===== src/positional_queue_edit_defines.svh =====
// assertion macros for the positional queue edit block
`ifndef POSITIONAL_QUEUE_EDIT_DEFINES_SVH
`define POSITIONAL_QUEUE_EDIT_DEFINES_SVH
`ifndef ASSERT_OFF
`define ASSERT_IMPL(label, clk, rst, ante, cons) \
  label: assert property (@(posedge clk) disable iff (rst) (ante) |-> (cons)) \
    else $error("same-cycle check failed");
`define ASSERT_NEXT(label, clk, rst, ante, cons) \
  label: assert property (@(posedge clk) disable iff (rst) (ante) |=> (cons)) \
    else $error("next-cycle check failed");
`else
`define ASSERT_IMPL(label, clk, rst, ante, cons)
`define ASSERT_NEXT(label, clk, rst, ante, cons)
`endif
`endif


===== src/pqe_pkg.sv =====
// shared types and constants for the positional queue edit block
`default_nettype none
package pqe_pkg;

  localparam int POS_W   = 5;
  localparam int COUNT_W = 5;
  localparam int VAL_W   = 32;

  typedef enum logic [1:0] {
    OP_INSERT = 2'd0,
    OP_SHR    = 2'd1,
    OP_SHL    = 2'd2,
    OP_DUMP   = 2'd3
  } pqe_op_t;

  typedef enum logic [1:0] {
    STAT_DONE   = 2'd0,
    STAT_REJECT = 2'd1,
    STAT_EMPTY  = 2'd2
  } pqe_status_t;

  typedef enum logic {
    S_IDLE = 1'b0,
    S_DUMP = 1'b1
  } pqe_state_t;

  typedef enum logic [1:0] {
    CM_HOLD   = 2'd0,
    CM_INSERT = 2'd1,
    CM_SHR    = 2'd2,
    CM_SHL    = 2'd3
  } cell_mode_t;

  typedef struct packed {
    cell_mode_t       mode;
    logic [POS_W-1:0] pos;
  } cell_ctrl_t;

endpackage
`default_nettype wire


===== src/pqe_cell.sv =====
// one list cell: holds an entry and takes it from a neighbor or the bus
`default_nettype none
module pqe_cell #(
  parameter int IDX   = 0,
  parameter int OCC_W = 5
) (
  input  wire                                 clk,
  input  wire pqe_pkg::cell_ctrl_t            ctrl,
  input  wire        [OCC_W-1:0]              occ,
  input  wire signed [pqe_pkg::VAL_W-1:0]     left_val,
  input  wire signed [pqe_pkg::VAL_W-1:0]     right_val,
  input  wire signed [pqe_pkg::VAL_W-1:0]     bus_val,
  output logic signed [pqe_pkg::VAL_W-1:0]    val
);

  localparam int CW = ((OCC_W > pqe_pkg::POS_W) ? OCC_W : pqe_pkg::POS_W) + 1;
  localparam logic [CW-1:0] IDX_C = CW'(IDX);

  logic        [CW-1:0]            pos_c;
  logic        [CW-1:0]            occ_c;
  logic        [CW-1:0]            occ_m1;
  logic signed [pqe_pkg::VAL_W-1:0] val_next;

  assign pos_c  = CW'(ctrl.pos);
  assign occ_c  = CW'(occ);
  assign occ_m1 = occ_c - CW'(1);

  always_comb begin
    val_next = val;
    case (ctrl.mode)
      pqe_pkg::CM_INSERT: begin
        if (IDX_C == pos_c) val_next = bus_val;
        else if (IDX_C > pos_c && IDX_C <= occ_c) val_next = left_val;
      end
      pqe_pkg::CM_SHR: begin
        if (IDX_C == pos_c) val_next = bus_val;
        else if (IDX_C > pos_c && IDX_C <= occ_m1) val_next = left_val;
      end
      pqe_pkg::CM_SHL: begin
        // tail cell receives the picked entry, the span before it moves down
        if (IDX_C == occ_m1) val_next = bus_val;
        else if (IDX_C >= pos_c && IDX_C < occ_m1) val_next = right_val;
      end
      default: val_next = val;
    endcase
  end

  always_ff @(posedge clk) begin
    val <= val_next;
  end

endmodule
`default_nettype wire


===== src/positional_queue_edit.sv =====
// top level: a row of list cells with edit control and dump sequencer
//
// Ordered list of up to CAPACITY signed 32-bit entries, held in a row of
// cells that all move in the same cycle.
// Input: a transaction is taken on a rising edge with start high and busy
// low; operation, value and position are sampled at that edge.
// Output: each result is shown for one cycle with result_strobe high and
// must be taken then; the receiver cannot stall the block.
// Insert, shift right and shift left: the result comes in the cycle after
// the transaction, busy stays low and a new transaction can follow in the
// next cycle.
// Dump of n entries: busy goes high, the cells rotate once per cycle and the
// head entry goes out each cycle, so n results follow back to back, the
// last one marked by last; the next transaction is taken once busy is low
// again. An empty list gives one empty result in the cycle after the
// transaction. The dump rate is set by the single head tap of the cell row.
// Reset clears the occupancy and the sequencer; entry contents are left
// as they are and are never read before being written.
`default_nettype none
`include "positional_queue_edit_defines.svh"
module positional_queue_edit #(
  parameter int CAPACITY = 16
) (
  input  wire                                    clk,
  input  wire                                    rst,
  input  wire                                    start,
  output logic                                   busy,
  input  wire        [1:0]                       operation,
  input  wire signed [pqe_pkg::VAL_W-1:0]        value,
  input  wire        [pqe_pkg::POS_W-1:0]        position,
  output logic                                   result_strobe,
  output logic       [1:0]                       status,
  output logic       [pqe_pkg::COUNT_W-1:0]      count,
  output logic signed [pqe_pkg::VAL_W-1:0]       entry_value,
  output logic                                   last
);

  localparam int OCC_W = $clog2(CAPACITY + 1);
  localparam int AW    = $clog2(CAPACITY);
  localparam int CW    = ((OCC_W > pqe_pkg::POS_W) ? OCC_W : pqe_pkg::POS_W) + 1;
  localparam logic [CW-1:0] CAP_C = CW'(CAPACITY);

  pqe_pkg::pqe_state_t state, state_next;
  pqe_pkg::pqe_op_t    op;
  pqe_pkg::cell_ctrl_t ctrl;

  logic        [OCC_W-1:0]           occ, occ_next;
  logic        [AW-1:0]              dump_idx;
  logic        [AW-1:0]              pick_addr;
  logic        [CW-1:0]              pos_c, occ_c, occ_m1;
  logic                              accept, ins_ok, shr_ok, shl_ok, edit_ok, dump_last;
  logic signed [pqe_pkg::VAL_W-1:0]  vals [CAPACITY];
  logic signed [pqe_pkg::VAL_W-1:0]  picked, bus_val;

  assign op     = pqe_pkg::pqe_op_t'(operation);
  assign busy   = (state == pqe_pkg::S_DUMP);
  assign accept = start && !busy;

  assign pos_c  = CW'(position);
  assign occ_c  = CW'(occ);
  assign occ_m1 = occ_c - CW'(1);
  assign ins_ok = (pos_c <= occ_c) && (occ_c < CAP_C);
  assign shr_ok = (pos_c + CW'(1)) < occ_c;
  assign shl_ok = pos_c < occ_c;
  assign dump_last = (CW'(dump_idx) == occ_m1);

  assign picked  = vals[pick_addr];
  assign bus_val = (ctrl.mode == pqe_pkg::CM_INSERT) ? value : picked;

  // cell row
  for (genvar i = 0; i < CAPACITY; i++) begin : g_cell
    logic signed [pqe_pkg::VAL_W-1:0] left_in, right_in;
    if (i == 0) begin : g_head
      assign left_in = bus_val;
    end else begin : g_mid_l
      assign left_in = vals[i-1];
    end
    if (i == CAPACITY - 1) begin : g_tail
      assign right_in = bus_val;
    end else begin : g_mid_r
      assign right_in = vals[i+1];
    end
    pqe_cell #(.IDX(i), .OCC_W(OCC_W)) u_cell (
      .clk       (clk),
      .ctrl      (ctrl),
      .occ       (occ),
      .left_val  (left_in),
      .right_val (right_in),
      .bus_val   (bus_val),
      .val       (vals[i])
    );
  end

  always_comb begin
    state_next = state;
    ctrl.mode  = pqe_pkg::CM_HOLD;
    ctrl.pos   = position;
    pick_addr  = '0;
    occ_next   = occ;
    edit_ok    = 1'b0;
    case (state)
      pqe_pkg::S_IDLE: begin
        if (start) begin
          case (op)
            pqe_pkg::OP_INSERT: begin
              edit_ok = ins_ok;
              if (ins_ok) begin
                ctrl.mode = pqe_pkg::CM_INSERT;
                occ_next  = occ + OCC_W'(1);
              end
            end
            pqe_pkg::OP_SHR: begin
              edit_ok   = shr_ok;
              pick_addr = occ_m1[AW-1:0];
              if (shr_ok) ctrl.mode = pqe_pkg::CM_SHR;
            end
            pqe_pkg::OP_SHL: begin
              edit_ok   = shl_ok;
              pick_addr = pos_c[AW-1:0];
              if (shl_ok) ctrl.mode = pqe_pkg::CM_SHL;
            end
            pqe_pkg::OP_DUMP: begin
              if (occ != '0) state_next = pqe_pkg::S_DUMP;
            end
            default: state_next = state;
          endcase
        end
      end
      pqe_pkg::S_DUMP: begin
        // rotate by one: head goes out and wraps to the tail
        ctrl.mode = pqe_pkg::CM_SHL;
        ctrl.pos  = '0;
        if (dump_last) state_next = pqe_pkg::S_IDLE;
      end
      default: state_next = pqe_pkg::S_IDLE;
    endcase
  end

  always_ff @(posedge clk) begin
    if (rst) begin
      state         <= pqe_pkg::S_IDLE;
      occ           <= '0;
      dump_idx      <= '0;
      result_strobe <= 1'b0;
    end else begin
      state         <= state_next;
      occ           <= occ_next;
      result_strobe <= 1'b0;
      if (state == pqe_pkg::S_DUMP) begin
        dump_idx      <= dump_idx + AW'(1);
        result_strobe <= 1'b1;
      end else if (accept) begin
        dump_idx      <= '0;
        // a dump of a filled list reports only from the sequencer
        result_strobe <= !(op == pqe_pkg::OP_DUMP && occ != '0);
      end
    end
  end

  // result payload
  always_ff @(posedge clk) begin
    if (state == pqe_pkg::S_DUMP) begin
      status      <= pqe_pkg::STAT_DONE;
      count       <= pqe_pkg::COUNT_W'(occ);
      entry_value <= vals[0];
      last        <= dump_last;
    end else if (accept) begin
      entry_value <= '0;
      last        <= 1'b1;
      count       <= pqe_pkg::COUNT_W'(occ_next);
      if (op == pqe_pkg::OP_DUMP) status <= pqe_pkg::STAT_EMPTY;
      else if (edit_ok) status <= pqe_pkg::STAT_DONE;
      else status <= pqe_pkg::STAT_REJECT;
    end
  end

  `ASSERT_IMPL(a_occ_cap, clk, rst, 1'b1, occ_c <= CAP_C)
  `ASSERT_NEXT(a_edit_one_result, clk, rst, accept && op != pqe_pkg::OP_DUMP, result_strobe && last)
  `ASSERT_NEXT(a_dump_occ_stable, clk, rst, state == pqe_pkg::S_DUMP, $stable(occ))
  `ASSERT_NEXT(a_dump_contiguous, clk, rst, result_strobe && !last, result_strobe)
  `ASSERT_IMPL(a_empty_count, clk, rst, result_strobe && status == pqe_pkg::STAT_EMPTY, count == '0)

endmodule
`default_nettype wire

===== config.mk =====
export PLATFORM = sky130hd
export DESIGN_NAME = positional_queue_edit
export DESIGN_NICKNAME = d
export VERILOG_FILES = /design/src/pqe_pkg.sv /design/src/pqe_cell.sv /design/src/positional_queue_edit.sv
export VERILOG_INCLUDE_DIRS = /design/src /design/src/src
export SDC_FILE = /design/constraint.sdc
export NUM_CORES = 2
export LEC_CHECK = 0
export CELL_PAD_IN_SITES_DETAIL_PLACEMENT = 1
export CELL_PAD_IN_SITES_GLOBAL_PLACEMENT = 2
export CORE_UTILIZATION = 41
export DETAILED_ROUTE_END_ITERATION = 12
export DONT_BUFFER_PORTS = 1
export PLACE_DENSITY_LB_ADDON = 0.08
export SLEW_MARGIN = 5
export SYNTH_ARGS = -nofsm -noshare
export SYNTH_HDL_FRONTEND = slang
export SYNTH_SLANG_ARGS = --single-unit

===== constraint.sdc =====
create_clock -name clk -period 8.35 [get_ports clk]
set_clock_uncertainty 0.05 [all_clocks]
set_input_delay 0 -clock clk [delete_from_list [all_inputs] [get_ports clk]]
set_output_delay 0 -clock clk [all_outputs]
set_load 0.01 [all_outputs]

==> flow_metrics.py <==
metrics = {
    "floorplanning": {
        "die_height_um": 310,
        "pin_count": 84,
        "coreArea_um2": 93700,
        "start_util_pct": 41.6,
        "rows": 112,
        "die-area_um2": 96400,
        "fp.dieW_um": 310,
    },
    "global_route": {
        "antenna_found_initial": 6,
        "grt-ovfl-total": 0,
        "groute.usage.overall_pct": 41.4,
        "grt_start_max_net_pins": 210,
        "grt_pass1_vias": 38200,
        "grt_pass1_wl_um": 286000,
    },
    "sta": {
        "period_share_pct": 69.4,
        "slew_violations": 0,
        "finalSetupViolCount": 0,
        "min_period_ns": 5.80,
        "layout_setup_ws_ns": 2.55,
        "final-hold-violation-count": 0,
        "rsz0062_at_grt": "no",
        "tightest_slew_ns": 1.29,
        "setup-tns-final_ns": 0,
        "fmax_mhz": 173,
        "hold_slack_ns": 0.0293,
        "slew_headroom_pct": 13.9,
    },
    "placed_design": {
        "portBuffers": 0,
        "place_congestion": 0.873,
        "dp_slack_ns": 2.71,
        "hpwl_um": 108000,
        "dp.cells": 5309,
    },
    "finish": {
        "fin_cells": 5487,
        "fin_util_pct": 45.0,
        "layout_commonest_cell": "a21oi_1",
        "area_delta_synth_final_pct": 8.09,
        "layout.nets": 4240,
        "final_cell_mix": "572 x a21oi_1, 569 x nand2_1, 550 x edfxtp_1",
        "layout-drive-gt1-share_pct": 8.61,
    },
    "synthesis": {
        "synth-main-ff-cell": "edfxtp_1",
        "syn_nets": 4539,
        "synthMuxAreaShare_pct": 3.26,
        "synthXorXnorAreaFrac_pct": 0.247,
        "yosysWarnings": 0,
        "yosysSeqAreaShare_pct": 43.0,
        "synth_edf_count": 550,
        "yosys.area_share.simple_pct": 14.6,
        "synth_top_area_share_pct": 42.3,
        "synthAdderAreaFrac_pct": 0.738,
        "synth_cell_types": 80,
        "synth_top_family_by_area": "compound AO/OA/AOI/OAI gates",
        "synth_seq_cells": 563,
        "synth_area_leaders": "edfxtp_1 42%, a21oi_1 7.4%, nand2_1 5.8%",
        "synth_compound_area_share_pct": 31.7,
        "syn_area_per_cell_um2": 8.72,
        "syn-cell-area_um2": 39000,
        "synth_cells": 4474,
        "synthArstFlopShare_pct": 0,
        "yosysTopAreaCell": "edfxtp_1",
    },
    "setup_path": {
        "worstPathMaxFanout": 96,
        "cp-start-kind": "flip-flop",
        "timing.critical_path.arrival_ns": 6.09,
        "cp-end-kind": "flip-flop",
        "worst-setup-path-type": "reg2reg",
        "worstPathRequired_ns": 8.65,
    },
    "power_and_ir_drop": {
        "ir_worst_vdd_mv": 0.127,
        "power_density_nw_per_um2": 185,
        "leakage_nw": 13.7,
    },
    "routing": {
        "wl_per_cell_um": 37.1,
        "antenna_left": 0,
        "drtPass1Iterations": 6,
        "drt_wl_total_um": 204000,
        "viasPerCell": 7.32,
        "vias": 40200,
        "drtIter0Drc": 5190,
        "drcViolationCount": 0,
    },
    "clock_network": {
        "cts_htree_levels": 3,
        "cts_tree": "built",
        "numCtsBuffers": 71,
        "postCtsResizedCells": 0,
        "insertion_delay_ns": 0.67,
        "cts_buffer_depth": 3,
        "clockRootBuffer": "clkbuf_16",
        "clk_pin_slew_ns": 0.06,
        "cts_sinks": 563,
    },
    "min_path": {
        "hold_path.class": "in2reg",
    },
    "flow_run": {
        "drv_cap": 0,
    },
    "outcome": {
        "outcome": "complete, no violations",
    },
}
==> final cells by class <==
class                   instances  area, um2
fillers                     10700      51600
multi-input cells            3349      20200
flip-flops and latches        563      16800
clock buffers                  99       1970
well taps                    1254       1570
repair buffers                149       1270
clock inverters                26        206
inverters                      41        154
diodes                          6       15.0
==> metrics by stage <==
stage                     total power (W)  area, um2
after global placement            0.00467      39500
final                             0.00782      42200
after CTS                         0.00778      42100
after detailed placement          0.00469      39500
after floorplan                   0.00424      39000
after global routing              0.00797      42200
==> Yosys cell counts (17+ instances only) <==
master and number:
nand2_1 598, a21oi_1 577, edfxtp_1 550, clkbuf_1 376
nor2_1 344, o21ai_0 284, o22ai_1 224, o221ai_1 205
o211ai_1 185, nor3_1 89, a31oi_1 68, mux2i_1 65
buf_2 64, a21boi_0 61, and3_1 56, a22oi_1 54
or3_1 49, a211oi_1 44, and2_1 43, inv_1 41
or2_1 31, buf_1 29, buf_6 28, o21ai_1 27
nand3_1 26, a32oi_1 25, a21o_1 23, ha_1 23
a21oi_2 22, buf_4 22, nor2b_1 20, mux2_4 19
a221oi_1 18, o21a_4 17
==> state kept, by name, summed over array words and instances (netlist names) <==
register / count
entry_value: 32
count: 5
busy: 1
last: 1
g_cell.u_cell.val: 512
result_strobe: 1
dump_idx: 4
occ: 5
status: 2
==> where the power goes <==
| group | switching (W) | internal [W] |
|---|---|---|
| Clock | 0.00137 | 0.00173 |
| Sequential | 0.000107 | 0.00329 |
| Combinational | 0.000931 | 0.000390 |
==> critical path, cell delays in order, from the launching register on <==
cell and delay [ns]:
dfxtp_1 0.74, inv_1 0.23, ha_1 0.35, and3_1 0.17, o21ai_0 0.13, a31oi_1 0.53
o21ai_1 0.26, a21oi_4 0.32, buf_4 0.69, buf_4 0.70, buf_4 0.88, o221ai_1 0.24
==> repair_timing <==
action                    CTS  global route
hold buffers               45             2
hold endpoints to repair  165             3
buffers inserted            0             0
==> kinds of logic after synthesis <==
group           Yosys count
compound gates         1905
xor+xnor                 11
fa+ha+maj                23
buf+inv                 562
flops                   563
mux                     104
simple gates           1306
==> final timing paths <==
check	from	slack (ns)	cells after the start	endpoint
min reg2reg	status[0]	0.45	2	status[0]
max reg2reg	occ[3]	2.55	11	g_cell[14].u_cell.val[17]
max	occ[3]	2.55	11	g_cell[14].u_cell.val[17]
min	position[1]	0.03	5	g_cell[14].u_cell.val[7]
==> metal layers <==
| metal | vias up | track usage [%] | routed length [um] |
|---|---|---|---|
| met5 | - | 0 | 69 |
| met4 | 8 | 18.9 | 10600 |
| met3 | 644 | 9.26 | 23500 |
| met2 | 2708 | 63.1 | 88200 |
| met1 | 20400 | 55.9 | 81200 |
| li1 | 16500 | - | - |
(Power assumes the default switching activity.)
